==> config.mk <==
export PLATFORM = sky130hd
export DESIGN_NAME = pli_ctrl
export DESIGN_NICKNAME = d
export VERILOG_FILES = /design/src/rtl/pli_pkg.sv /design/src/rtl/pli_ctrl.sv
export SDC_FILE = /design/constraint.sdc
export NUM_CORES = 1
export LEC_CHECK = 0
export ABC_CLOCK_PERIOD_IN_PS = 1770
export BUFFER_PORTS_ARGS = -buffer_cell sky130_fd_sc_hd__buf_4
export CORE_MARGIN = 2
export CORE_UTILIZATION = 49
export CTS_CLUSTER_DIAMETER = 100
export DETAILED_ROUTE_END_ITERATION = 10
export MAX_ROUTING_LAYER = met4
export PLACE_DENSITY = 0.8
export SLEW_MARGIN = 0
export SYNTH_ARGS = -nofsm -noshare
export SYNTH_HDL_FRONTEND = slang
export SYNTH_SLANG_ARGS = --single-unit
==> constraint.sdc <==
create_clock -name clk_i -period 1.77 [get_ports clk_i]
set_clock_uncertainty 0.05 [all_clocks]
set_input_delay 0.354 -clock clk_i [delete_from_list [all_inputs] [get_ports clk_i]]
set_output_delay 0.354 -clock clk_i [all_outputs]
set_load 0.01 [all_outputs]
==> src/rtl/pli_pkg.sv <==
// Package: payload structs, command/status types and constants for the interpolator.
`timescale 1ns / 1ps
`default_nettype none

package pli_pkg;

  localparam int MAX_POINTS_DEF = 128;
  localparam int IDX_W          = 7;
  localparam int DATA_W         = 32;
  localparam int PIU_W          = 8;
  localparam int LIMIT_W        = 31;
  localparam int CFG_IDX_W      = 1;
  localparam int CFG_DATA_W     = 31;
  localparam int DIV_STEPS      = 32;
  localparam int CNT_W          = $clog2(DIV_STEPS);

  localparam logic [CFG_IDX_W-1:0] CFG_POINTS_IN_USE = 1'b0;
  localparam logic [CFG_IDX_W-1:0] CFG_OUTPUT_LIMIT  = 1'b1;

  localparam logic KIND_LOAD  = 1'b0;
  localparam logic KIND_QUERY = 1'b1;

  localparam logic [1:0] REGION_INTERIOR = 2'd0;
  localparam logic [1:0] REGION_BEFORE   = 2'd1;
  localparam logic [1:0] REGION_AFTER    = 2'd2;
  localparam logic [1:0] REGION_EMPTY    = 2'd3;

  typedef struct packed {
    logic                     kind;
    logic [IDX_W-1:0]         point_index;
    logic [DATA_W-1:0]        point_time;
    logic signed [DATA_W-1:0] point_value;
    logic [DATA_W-1:0]        query_time;
  } pli_in_t;

  typedef struct packed {
    logic signed [DATA_W-1:0] result_value;
    logic [1:0]               region;
  } pli_out_t;

  typedef enum logic [3:0] {
    S_IDLE,
    S_FIRST,
    S_CHK_FIRST,
    S_CHK_LAST,
    S_SEARCH,
    S_COMPARE,
    S_MUL,
    S_DIV,
    S_ADD,
    S_FINISH
  } pli_state_e;

  typedef enum logic [1:0] {
    ADDR_FIRST,
    ADDR_LAST,
    ADDR_MID
  } addr_sel_e;

  typedef enum logic [1:0] {
    OP_NONE,
    OP_PREP,
    OP_MUL,
    OP_DIV
  } dp_op_e;

  typedef enum logic [2:0] {
    RES_HOLD,
    RES_EMPTY,
    RES_FIRST_PT,
    RES_LAST_PT,
    RES_INTERP
  } res_sel_e;

  typedef struct packed {
    logic      load;
    logic      capture;
    logic      rd_en;
    addr_sel_e addr_sel;
    logic      set_lo;
    logic      set_hi;
    dp_op_e    op;
    res_sel_e  res_sel;
    logic      push;
  } pli_cmd_t;

  typedef struct packed {
    logic empty;
    logic t_le_rd;
    logic t_ge_rd;
    logic span_gt1;
    logic out_busy;
  } pli_status_t;

endpackage

`default_nettype wire

==> src/rtl/pli_ctrl.sv <==
// Controller: sequences load, endpoint checks, binary search, multiply and divide.
`timescale 1ns / 1ps
`default_nettype none

module pli_ctrl (
  input  wire logic                 clk_i,
  input  wire logic                 rst_ni,
  input  wire logic                 in_valid_i,
  input  wire logic                 in_kind_i,
  input  wire pli_pkg::pli_status_t status_i,
  output logic                      in_stall_o,
  output pli_pkg::pli_cmd_t         cmd_o
);

  pli_pkg::pli_state_e        state_q, state_d;
  logic [pli_pkg::CNT_W-1:0]  cnt_q, cnt_d;
  logic                       div_last;

  assign div_last = (cnt_q == pli_pkg::CNT_W'(pli_pkg::DIV_STEPS - 1));

  always_ff @(posedge clk_i or negedge rst_ni) begin
    if (!rst_ni) begin
      state_q <= pli_pkg::S_IDLE;
      cnt_q   <= '0;
    end else begin
      state_q <= state_d;
      cnt_q   <= cnt_d;
    end
  end

  always_comb begin
    cnt_d = cnt_q;
    if (state_q == pli_pkg::S_MUL) begin
      cnt_d = '0;
    end else if (state_q == pli_pkg::S_DIV) begin
      cnt_d = cnt_q + 1'b1;
    end
  end

  // next state
  always_comb begin
    state_d = state_q;
    unique case (state_q)
      pli_pkg::S_IDLE: begin
        if (in_valid_i && (in_kind_i == pli_pkg::KIND_QUERY)) begin
          state_d = status_i.empty ? pli_pkg::S_FINISH : pli_pkg::S_FIRST;
        end
      end
      pli_pkg::S_FIRST:     state_d = pli_pkg::S_CHK_FIRST;
      pli_pkg::S_CHK_FIRST: state_d = status_i.t_le_rd ? pli_pkg::S_FINISH : pli_pkg::S_CHK_LAST;
      pli_pkg::S_CHK_LAST:  state_d = status_i.t_ge_rd ? pli_pkg::S_FINISH : pli_pkg::S_SEARCH;
      pli_pkg::S_SEARCH:    state_d = status_i.span_gt1 ? pli_pkg::S_COMPARE : pli_pkg::S_MUL;
      pli_pkg::S_COMPARE:   state_d = pli_pkg::S_SEARCH;
      pli_pkg::S_MUL:       state_d = pli_pkg::S_DIV;
      pli_pkg::S_DIV:       state_d = div_last ? pli_pkg::S_ADD : pli_pkg::S_DIV;
      pli_pkg::S_ADD:       state_d = pli_pkg::S_FINISH;
      pli_pkg::S_FINISH:    state_d = status_i.out_busy ? pli_pkg::S_FINISH : pli_pkg::S_IDLE;
      default:              state_d = pli_pkg::S_IDLE;
    endcase
  end

  // outputs
  always_comb begin
    in_stall_o     = (state_q != pli_pkg::S_IDLE);
    cmd_o          = '0;
    cmd_o.addr_sel = pli_pkg::ADDR_FIRST;
    cmd_o.op       = pli_pkg::OP_NONE;
    cmd_o.res_sel  = pli_pkg::RES_HOLD;
    unique case (state_q)
      pli_pkg::S_IDLE: begin
        if (in_valid_i) begin
          if (in_kind_i == pli_pkg::KIND_LOAD) begin
            cmd_o.load = 1'b1;
          end else begin
            cmd_o.capture = 1'b1;
            if (status_i.empty) begin
              cmd_o.res_sel = pli_pkg::RES_EMPTY;
            end
          end
        end
      end
      pli_pkg::S_FIRST: begin
        cmd_o.rd_en    = 1'b1;
        cmd_o.addr_sel = pli_pkg::ADDR_FIRST;
      end
      pli_pkg::S_CHK_FIRST: begin
        if (status_i.t_le_rd) begin
          cmd_o.res_sel = pli_pkg::RES_FIRST_PT;
        end else begin
          // slot 0 becomes the low bracket; fetch the last point
          cmd_o.set_lo   = 1'b1;
          cmd_o.rd_en    = 1'b1;
          cmd_o.addr_sel = pli_pkg::ADDR_LAST;
        end
      end
      pli_pkg::S_CHK_LAST: begin
        if (status_i.t_ge_rd) begin
          cmd_o.res_sel = pli_pkg::RES_LAST_PT;
        end else begin
          cmd_o.set_hi = 1'b1;
        end
      end
      pli_pkg::S_SEARCH: begin
        if (status_i.span_gt1) begin
          cmd_o.rd_en    = 1'b1;
          cmd_o.addr_sel = pli_pkg::ADDR_MID;
        end else begin
          cmd_o.op = pli_pkg::OP_PREP;
        end
      end
      pli_pkg::S_COMPARE: begin
        cmd_o.set_lo = status_i.t_ge_rd;
        cmd_o.set_hi = !status_i.t_ge_rd;
      end
      pli_pkg::S_MUL: cmd_o.op = pli_pkg::OP_MUL;
      pli_pkg::S_DIV: cmd_o.op = pli_pkg::OP_DIV;
      pli_pkg::S_ADD: cmd_o.res_sel = pli_pkg::RES_INTERP;
      pli_pkg::S_FINISH: cmd_o.push = !status_i.out_busy;
      default: cmd_o = '0;
    endcase
  end

endmodule

`default_nettype wire

==> reports/qor.yml <==
power.switching_uw: 765
setup_ws_ns: -0.148
synth_seq_cells: 9
drive_gt1_frac: 0.462
die_x_um: 43.4
die_area_sq_um: 1880
htree_num_levels: 1
ir_worst_vdd_v: 0.000927
vias: 861
critPathCaptureType: "primary output"
max_freq_ghz: 0.521
arrival_ns: 1.51
fin_nets: 142
clkLatencyLatePin_ns: 0.26
wl_per_cell_um: 14.4
root_buffer: "clkbuf_4"
clockBufferDepth: 2
grt_max_degree: 18
final_cell_mix: "buf_4, nor2_1, nand2_1"
min_period_ns: 1.92
layout_commonest_cell: "buf_4"
final_util: 0.761
synth_nets: 106
ios: 23
total_power_uw: 1730
drv_slew: 0
drtPass1Iterations: 4
num-fill-cells: 111
yosysWarnings: 0
rows: 14
area_growth_pct: 47.4
outcome: "finished, violations left"
avgSynthCellArea_sq_um: 7.99
drt_iter0_drc: 20
cp_max_fo: 11
critPathKind: "reg2out"
power_frac_comb: 0.704
hold_class: "in2reg"
rsz0062_at_grt: "true"
dpl.hpwl_mm: 1.42
power_frac_clock: 0.088
postRouteAntennaNets: 0
core_sq_um: 1470
max-slew-margin-rel: 0.717
dp_slack_ns: 0.0421
cp-start-kind: "register"
cellPowerDensity_nw_per_um2: 1550
syn_inst: 95
setup_viol: 7
place_congestion: 0.820
drc_errors: 0
vias_per_cell: 5.90
drv_cap: 0
diodes: 0
cts_inserted_buffers: 3
internal_power_uw: 966
io_buffers: 22
register_area_sq_um: 228
cts_tree: "built"
required_ns: 1.37
grt.total_usage: 0.227
start_util: 0.516
violations: "setup timing"
gr-total-overflow: 0
final-hold-violation-count: 0
ys_seq_area_frac: 0.297
grt_pass1_wl_mm: 3.13
switching_share: 0.442
grt_pass1_vias: 761
die_y_um: 43.4
antenna_found_initial: 0
synthesis.area_sq_um: 759
timing.final.crit_share: 1.08
worst_slew_pin_slew_ns: 0.421
pwr-share-seq: 0.208
leakage_uw: 0.000548
clock_sinks: 9
multi_input_area_sq_um: 526
clkTransAtPathRegs_ns: 0.06
wl_mm: 2.11
yosys.cell_types.count: 37
-- timing repair --
item / in CTS / in global routing
endpoints found under the hold margin: 9 / 0
endpoints found under the setup margin: 12 / 12
hold buffers: 1 / 0
pin swaps: 0 / 5
gates resized for setup: 13 / 7
setup buffers: 0 / 6
-- power groups by stage --
stage / sequential [uW] / combinational (uW) / clock (uW)
after floorplan: 305 / 706 / 0
after global placement: 364 / 941 / 0
after detailed placement: 369 / 969 / 0
after CTS: 377 / 1050 / 158
after global routing: 363 / 1320 / 171
final: 360 / 1220 / 153
-- per-layer routing --
layer  track usage  wire (um)  up-vias
met4         0.115         58        0
met2         0.406       1060       45
met3        0.0125        145        9
li1              -          -      413
met1         0.255        841      394
met5             -          0        -
-- metrics by stage --
| step | instance area, sq um | hold WS, ns | std cells | setup TNS (ns) |
|---|---|---|---|---|
| after floorplan | 759 | 0.00841 | 95 | 0 |
| after global placement | 968 | 0.131 | 135 | 0 |
| after detailed placement | 968 | 0.132 | 135 | 0 |
| after CTS | 1050 | 0.372 | 140 | -0.390 |
| after global routing | 1120 | 0.389 | 146 | -1.14 |
| final | 1120 | 0.389 | 146 | -0.623 |
-- registers in the layout, indices dropped and copies added, names as in the netlist --
name / cells
cnt_q: 5
state_q: 4
-- area by class of cell --
type / count / share of cell area
flip-flops and latches: 9 / 0.203
inverters: 4 / 0.0134
repair buffers: 38 / 0.273
multi-input cells: 75 / 0.469
well taps: 16 / 0.0179
clock buffers: 4 / 0.0235
-- worst paths after layout --
kind                             start          to  slack (ns)  depth (start not counted)
max                         state_q[1]    cmd_o[6]       -0.15                          5
min                        status_i[3]  state_q[1]        0.39                          3
max reg2reg                   cnt_q[1]  state_q[1]        0.07                          6
min reg2reg                   cnt_q[4]    cnt_q[4]        0.44                          2
max in group asynchronous       rst_ni  state_q[2]        1.13                          2
min in group asynchronous       rst_ni    cnt_q[3]        0.40                          2
-- Yosys cell counts --
library cell	count	area, sq um
a21boi_0	1	7.51
a21o_1	1	7.51
a21oi_1	4	20.0
a22o_1	2	17.5
a31oi_1	3	18.8
a32oi_1	1	8.76
and3_1	1	6.26
and4b_1	1	10.0
buf_2	3	15.0
buf_4	1	7.51
buf_6	3	33.8
dfrtp_1	9	225
ha_1	2	25.0
inv_1	4	15.0
mux2i_1	2	20.0
nand2_1	11	41.3
nand2b_1	3	18.8
nand3_1	5	25.0
nand3b_2	1	11.3
nand4_1	1	6.26
nor2_1	13	48.8
nor2b_1	2	12.5
nor3_1	5	25.0
nor3b_1	1	7.51
nor4_1	1	6.26
nor4b_1	1	8.76
o21a_1	1	7.51
o21ai_0	3	15.0
o221ai_1	1	8.76
o22ai_1	1	6.26
o311a_1	1	10.0
o31a_2	1	10.0
o32ai_2	1	16.3
or2b_1	1	7.51
or3_4	1	11.3
or3b_1	1	8.76
xnor2_1	1	8.76
-- critical path: stages (launching register included) --
cell and delay (ns):
dfrtp_1 0.42, buf_12 0.16, buf_4 0.14, xnor2_1 0.13, nor4b_2 0.24, buf_4 0.16
-- cell families after synthesis --
logic type	count (synthesis)	share of synthesized area
compound gates	21	0.203
fa+ha+maj	2	0.0329
mux	2	0.0264
flops	9	0.297
xor+xnor	1	0.0115
simple gates	49	0.336
buf+inv	11	0.0939
(Power assumes the default switching activity.)
